`src/hw/rtl/vadc_pkg.sv`:
```
// ---------------------------------------------------------------------------
// vadc_pkg
// Types and constants shared by the VCO amplitude DAC controller files.
// ---------------------------------------------------------------------------
package vadc_pkg;

   // opcodes of an input item
   localparam logic [1:0] OP_LOAD   = 2'd0;
   localparam logic [1:0] OP_START  = 2'd1;
   localparam logic [1:0] OP_SAMPLE = 2'd2;
   localparam logic [1:0] OP_TRACK  = 2'd3;

   // temperature levels
   localparam logic [1:0] TEMP_LOW  = 2'd1;
   localparam logic [1:0] TEMP_HIGH = 2'd2;

   // hold selections that force a tracking direction
   localparam logic [3:0] HOLD_MIN = 4'd0;
   localparam logic [3:0] HOLD_MAX = 4'd11;

   // dac codes, coarse in bits 7..5 and fine in bits 4..0
   localparam logic [7:0] DAC_RESET  = 8'h8f;   // coarse 4, fine 15
   localparam logic [7:0] DAC_RELOAD = 8'h70;   // coarse 3, fine 16
   localparam logic [7:0] DAC_MIN    = 8'h00;
   localparam logic [7:0] DAC_MAX    = 8'hff;

   localparam logic [7:0] STEP_RESET   = 8'd8;
   localparam logic [3:0] HIST_LOCK    = 4'b0101;
   localparam logic [1:0] FAIL_LIMIT   = 2'd3;

   typedef struct packed {
      logic [1:0] opcode;
      logic       amp_high;
      logic [1:0] temp_level;
      logic [3:0] hold_select;
      logic [7:0] dac_value;
   } vadc_req_type;

   typedef struct packed {
      logic [2:0] dac_coarse_out;
      logic [4:0] dac_fine_out;
      logic       search_active;
      logic       search_ok;
      logic [7:0] track_count;
   } vadc_rsp_type;

   typedef struct packed {
      logic [7:0] dac;
      logic [7:0] track_counter;
      logic [3:0] sample_history;
      logic [1:0] low_fail_count;
      logic [1:0] high_fail_count;
      logic       searching;
      logic       search_passed;
   } vadc_state_type;

endpackage

```
`src/hw/rtl/vadc_core.sv`:
```
// ---------------------------------------------------------------------------
// vadc_core
// Next state of the DAC controller for one item, and the result it shows.
// ---------------------------------------------------------------------------
module vadc_core (
   input  vadc_pkg::vadc_req_type   item,
   input  vadc_pkg::vadc_state_type state,
   input  logic [7:0]               track_step,
   output vadc_pkg::vadc_state_type next_state,
   output vadc_pkg::vadc_rsp_type   result
);
   import vadc_pkg::*;

   vadc_state_type base;
   logic [3:0]     hist;
   logic [1:0]     fail_inc;
   logic [7:0]     cnt;
   logic           hit;
   logic           go_down;
   logic           go_up;

   always_comb begin
      next_state = state;
      base       = state;
      hist       = 4'd0;
      fail_inc   = 2'd0;
      cnt        = 8'd0;
      hit        = 1'b0;
      go_down    = 1'b0;
      go_up      = 1'b0;

      unique case (item.opcode) inside
         OP_LOAD: begin
            next_state.dac = item.dac_value;
         end
         OP_START, OP_SAMPLE: begin
            if (item.opcode == OP_START) begin
               base.sample_history  = 4'd0;
               base.low_fail_count  = 2'd0;
               base.high_fail_count = 2'd0;
               base.searching       = 1'b1;
               base.search_passed   = 1'b1;
            end
            if (base.searching) begin
               next_state = base;
               hist = {base.sample_history[2:0], item.amp_high};
               next_state.sample_history = hist;
               if (hist == HIST_LOCK) begin
                  next_state.searching = 1'b0;
               end else if (item.amp_high) begin
                  if (base.dac != DAC_MIN) begin
                     next_state.dac = base.dac - 8'd1;
                  end else begin
                     // bottom end: restart from mid code, count a low failure
                     next_state.dac = DAC_RELOAD;
                     fail_inc = base.low_fail_count + 2'd1;
                     next_state.low_fail_count = fail_inc;
                     if (fail_inc == FAIL_LIMIT) begin
                        next_state.searching     = 1'b0;
                        next_state.search_passed = 1'b0;
                     end
                  end
               end else begin
                  if (base.dac != DAC_MAX) begin
                     next_state.dac = base.dac + 8'd1;
                  end else begin
                     fail_inc = base.high_fail_count + 2'd1;
                     next_state.high_fail_count = fail_inc;
                     if (fail_inc == FAIL_LIMIT) begin
                        next_state.searching     = 1'b0;
                        next_state.search_passed = 1'b0;
                     end
                  end
               end
            end
         end
         default: begin
            cnt = item.amp_high ? state.track_counter - 8'd1 : state.track_counter + 8'd1;
            hit = ({1'b0, cnt} >= {track_step, 1'b0}) || (cnt == 8'd0);
            next_state.track_counter = cnt;
            if (hit) begin
               next_state.track_counter = track_step;
               if (item.temp_level == TEMP_HIGH && item.hold_select == HOLD_MAX
                   && item.amp_high) begin
                  go_down = 1'b1;
               end else if (item.temp_level == TEMP_LOW && item.hold_select == HOLD_MIN) begin
                  go_up = 1'b1;
               end else begin
                  go_up = !item.amp_high;
               end
               if (go_down && state.dac != DAC_MIN) begin
                  next_state.dac = state.dac - 8'd1;
               end else if (go_up && state.dac != DAC_MAX) begin
                  next_state.dac = state.dac + 8'd1;
               end
            end
         end
      endcase

      result.dac_coarse_out = next_state.dac[7:5];
      result.dac_fine_out   = next_state.dac[4:0];
      result.search_active  = next_state.searching;
      result.search_ok      = next_state.search_passed;
      result.track_count    = next_state.track_counter;
   end

endmodule

```
`src/hw/rtl/vco_amplitude_dac_controller_unit.sv`:
```
// ---------------------------------------------------------------------------
// vco_amplitude_dac_controller_unit
// VCO amplitude DAC controller: load, search and tracking of the DAC code.
// ---------------------------------------------------------------------------
// usage
//   req channel: one item per opcode (load, start search, search sample,
//   tracking tick) with the comparator sample and temperature inputs
//   rsp channel: one item per request, the DAC code, search flags and
//   tracking count as they stand after that request
//   csr port: write of the tracking step size, used from the next edge on;
//   write it only while no item is in flight
// timing
//   an item taken at edge n has its result valid after edge n+1: one input
//   register, then the state update and result register in one pass
//   throughput is one item per cycle; the state registers close a one-cycle
//   loop through the update logic, so items follow back to back
// reset
//   synchronous; dac returns to coarse 4 / fine 15, step size to 8, the
//   tracking count to 8, search idle and passed, both stages empty
// stall
//   a stalled result holds in the output register; the input register keeps
//   one more item, and req_stall rises only when both are full
// ---------------------------------------------------------------------------
module vco_amplitude_dac_controller_unit (
   input  logic                   clock,
   input  logic                   reset,
   input  logic                   req_valid,
   output logic                   req_stall,
   input  vadc_pkg::vadc_req_type req_item,
   output logic                   rsp_valid,
   input  logic                   rsp_stall,
   output vadc_pkg::vadc_rsp_type rsp_item,
   input  logic                   csr_wr_en,
   input  logic [7:0]             csr_wr_data
);
   import vadc_pkg::*;

   // input stage
   logic           s1_valid_ff, s1_valid_in;
   vadc_req_type   s1_item_ff;
   // controller state and config
   vadc_state_type state_ff, state_in;
   logic [7:0]     step_ff, step_in;
   // output stage
   logic           rsp_valid_ff, rsp_valid_in;
   vadc_rsp_type   rsp_item_ff, rsp_item_in;

   logic accept;
   logic out_free;
   logic advance;

   vadc_core u_core (
      .item       (s1_item_ff),
      .state      (state_ff),
      .track_step (step_ff),
      .next_state (state_in),
      .result     (rsp_item_in)
   );

   // output register can load when empty or being drained this cycle
   assign out_free  = !rsp_valid_ff || !rsp_stall;
   assign advance   = s1_valid_ff && out_free;
   assign req_stall = s1_valid_ff && !out_free;
   assign accept    = req_valid && !req_stall;

   assign s1_valid_in  = accept || (s1_valid_ff && !advance);
   assign rsp_valid_in = advance || (rsp_valid_ff && rsp_stall);
   assign step_in      = csr_wr_en ? csr_wr_data : step_ff;

   always_ff @(posedge clock) begin
      if (reset) begin
         s1_valid_ff  <= 1'b0;
         rsp_valid_ff <= 1'b0;
         step_ff      <= STEP_RESET;
         state_ff.dac             <= DAC_RESET;
         state_ff.track_counter   <= STEP_RESET;
         state_ff.sample_history  <= 4'd0;
         state_ff.low_fail_count  <= 2'd0;
         state_ff.high_fail_count <= 2'd0;
         state_ff.searching       <= 1'b0;
         state_ff.search_passed   <= 1'b1;
      end else begin
         s1_valid_ff  <= s1_valid_in;
         rsp_valid_ff <= rsp_valid_in;
         step_ff      <= step_in;
         // state moves only when an item leaves the input stage
         if (advance) begin
            state_ff <= state_in;
         end
      end
   end

   // payload registers, no reset
   always_ff @(posedge clock) begin
      if (accept) begin
         s1_item_ff <= req_item;
      end
      if (advance) begin
         rsp_item_ff <= rsp_item_in;
      end
   end

   assign rsp_valid = rsp_valid_ff;
   assign rsp_item  = rsp_item_ff;

endmodule

```
`config.mk`:
```
export PLATFORM = sky130hd
export DESIGN_NAME = vco_amplitude_dac_controller_unit
export DESIGN_NICKNAME = d
export VERILOG_FILES = /design/src/hw/rtl/vadc_pkg.sv /design/src/hw/rtl/vadc_core.sv /design/src/hw/rtl/vco_amplitude_dac_controller_unit.sv
export SDC_FILE = /design/constraint.sdc
export NUM_CORES = 1
export LEC_CHECK = 0
export ABC_AREA = 1
export BUFFER_PORTS_ARGS = -buffer_cell sky130_fd_sc_hd__buf_2
export CAP_MARGIN = 5
export CORE_MARGIN = 2
export CORE_UTILIZATION = 25
export CTS_CLUSTER_SIZE = 12
export DETAILED_ROUTE_END_ITERATION = 7
export GPL_ROUTABILITY_DRIVEN = 0
export PLACE_DENSITY_LB_ADDON = 0.08
export RECOVER_POWER = 100
export REMOVE_ABC_BUFFERS = 1
export SLEW_MARGIN = 10
export SYNTH_ARGS = -nofsm -noshare
export SYNTH_HDL_FRONTEND = slang
export SYNTH_SLANG_ARGS = --single-unit
```
`constraint.sdc`:
```
create_clock -name clock -period 7.5 [get_ports clock]
set_input_delay 1.5 -clock clock [delete_from_list [all_inputs] [get_ports clock]]
set_output_delay 1.5 -clock clock [all_outputs]
set_load 0.01 [all_outputs]
```
==> run metrics <==
run status=finished, violations left; failing checks=capacitance limit, slew limit; area share of the largest cell type after synthesis=23.35%; LEAKAGE=2.415 nW; Synth Cell Area=4501 sq um; die area=19,090 sq um; CP endpoint kind=flop; DRC=0; fin crit period=5045 ps; Setup CP Type=primary input to flop; DR iter-0 viols=226; final hold vios=0; PostCTS Resize Cnt=0; Inserted Clock Buffers=9; Worst Hold Class=flop to flop; gr ovfl total=0; CP max stage delay=1270 ps; r2r worst-path depth=16; post-CTS setup repair buffer count=0; num rows=49; crit start category=primary input; Slew @ Worst Pin=1648 ps; clock buffer depth=2; P per Cell Area=226.2 nW/um^2; number of global-route vias before repair=3,817; ranking of synthesized cells by area=edfxtp_1 (23%), nand2_1 (16%), dfxtp_1 (16%); Ys Warns=0; syn avg cell area=7.259 sq um; crit path max fanout=33; initial antenna violation count=0; Clk Latency, worst-skew pair=340 ps; post-synthesis cell count=620; GR Util All Layers=13.97%; cell breakdown of the critical path=buf_2, nand2_1, inv_1, nor2_1, clkbuf_1, nand2_1, nor2_1, inv_1, nor2_1, nand3_1, nand2_1, nor2_1; Req. time, crit path=7740 ps; H-tree levels=3; RSZ-0062 raised after global routing=no; Core ar.=17,840 sq um; HPWL Detailed=9.687 mm; Slew Limit Fails=34; Peak supply drop=0.1053 mV; Max-slew headroom=-9.884%; clock root cell=clkbuf_16; # diodes=0; Finished Layout Cells=897; TritonCTS clock tree=yes; IO Port Bufs=49; max cap viols=1; crit path DAT=5280 ps; Filler cells=1,974; drt pass-1 iters=6; Distinct cells, synth=39; Critical Path End=state_ff[4]; vias per cell=4.496; share of layout cells above drive strength 1=9.731%; Die Ht=138.2 um; Synth area leader=edfxtp_1; Critical-path top delay cell=clkbuf_1; via count=4,033; crit path from=rsp_stall; Ports=50; global-route wire length before repair=21.02 mm; setup violators final=0; CTS Sinks=70; sequential-to-total area share from yosys stat=38.92%; Post-Route WL=13.05 mm; die width=138.2 um; Area Growth Syn to Fin=14.01%; Setup TNS=0 ps; sequential cell area=1752 sq um; CTS Hold Bufs=0; reg2reg setup slack=2720 ps; nets=716; fmax=198.2 MHz; wire length per cell=14.54 um; ANT nets after route=0; CTS clock-pin slew for the worst setup and hold paths=60 ps; largest net degree at the start of global routing=34; Final Skew=8.424 ps; final worst-path cycle share=67.26%; area of the multi-input gates=2265 sq um; Yosys reg bits=70; RR Endpoint=rsp_item[12]; Initial Util=25.23%; FF-to-FF Start=s1_item_ff[14]; Top cell by count, worst path=nor2_1; # placed instances=881
==> metal layers <==
| metal | part of all wire, % | vias up | global-route usage [%] | routed length (um) |
|---|---|---|---|---|
| li1 | - | 2090 | - | - |
| met1 | 51 | 1841 | 20.50 | 6695 |
| met2 | 42 | 86 | 20.58 | 5458 |
| met3 | 5.1 | 16 | 2.286 | 664 |
| met4 | 1.7 | 0 | 5.263 | 226 |
| met5 | 0 | - | 0 | 0 |
==> area by class of cell <==
class,instances,area share [%]
clock inverter,6,1.219
inverter,82,5.999
multi-input combinational,449,44.14
timing repair buffer,51,4.462
clock buffer,10,4.462
sequential,70,34.14
tap,229,5.584
==> worst min-delay path by stage <==
stage | start | end | cells past startpoint
floorplan | state_ff[3] | state_ff[3] | 2
global placement | state_ff[5] | state_ff[5] | 2
detailed placement | state_ff[5] | state_ff[5] | 2
CTS | state_ff[5] | state_ff[5] | 2
global route | state_ff[5] | state_ff[5] | 2
finish | state_ff[3] | state_ff[3] | 2
==> power breakdown <==
group,switching (mW),internal [mW]
sequential,0.0207,0.432
combinational,0.185,0.0924
clock,0.174,0.256
total,0.380,0.781
==> synthesized netlist by cell type <==
cell and instances:
nor3_1 4, ha_1 22, nand2_4 2, buf_4 3, o21ai_0 24, nor3_2 1
buf_6 2, nor2_2 5, nand2_1 187, inv_1 77, o21a_1 1, a21o_1 2
nand4_1 7, fa_1 1, o21ai_1 1, dfxtp_1 35, nand3_1 66, a22oi_1 1
o22ai_1 1, nor2_4 2, nor2_1 37, and2_1 3, xnor2_1 3, a31oi_1 1
buf_1 1, inv_2 3, a211oi_1 1, buf_2 6, nand3_2 8, nand2_2 14
clkbuf_1 6, clkinv_1 2, a21oi_1 43, xor2_1 7, o211ai_1 1, edfxtp_1 35
buf_12 1, nand3b_1 3, a21oi_2 1
==> state kept, by name (all words and copies together), names as in the netlist <==
register	count
s1_valid_ff	1
rsp_item	18
rsp_valid	1
state_ff	25
step_ff	8
s1_item_ff	17
==> layout by cell type (no fill, tap or decap), types with 4 or more instances in the layout <==
cell type,n
a21oi_1,43
buf_2,27
clkbuf_1,24
clkbuf_16,9
dfxtp_1,35
edfxtp_1,35
ha_1,22
inv_1,77
nand2_1,191
nand2_2,11
nand3_1,71
nand4_1,7
nor2_1,41
nor3_1,4
o21ai_0,24
xor2_1,7
==> logic make-up after synthesis <==
group,share of synthesized area [%]
adders and majority gates,6.561
AOI/OAI and AO/OA,9.036
DFF,38.92
and+or+nand+nor,34.00
buffers and inverters,9.536
xor gates and xnor gates,1.946
==> critical path: cells and delay by family <==
kind | cells | cell delay (ps)
and+or+nand+nor | 8 | 2150
buffers and inverters | 4 | 1620
==> per-stage QoR <==
| stage | area [sq um] | power, mW | hold slack [ps] | utilization (%) | worst slack (ps) |
|---|---|---|---|---|---|
| after CTS | 5223 | 1.187 | 465.4 | 29.27 | 3497 |
| after global routing | 5131 | 1.233 | 489.0 | 28.76 | 1859 |
| after floorplan | 4379 | 0.6608 | 439.3 | - | 3830 |
| after global placement | 4931 | 0.7460 | 456.9 | 27.64 | 3650 |
| after detailed placement | 4931 | 0.7489 | 455.7 | 27.64 | 3507 |
| final | 5131 | 1.161 | 465.4 | 28.76 | 2455 |
Power figures use the tool's default switching activity.
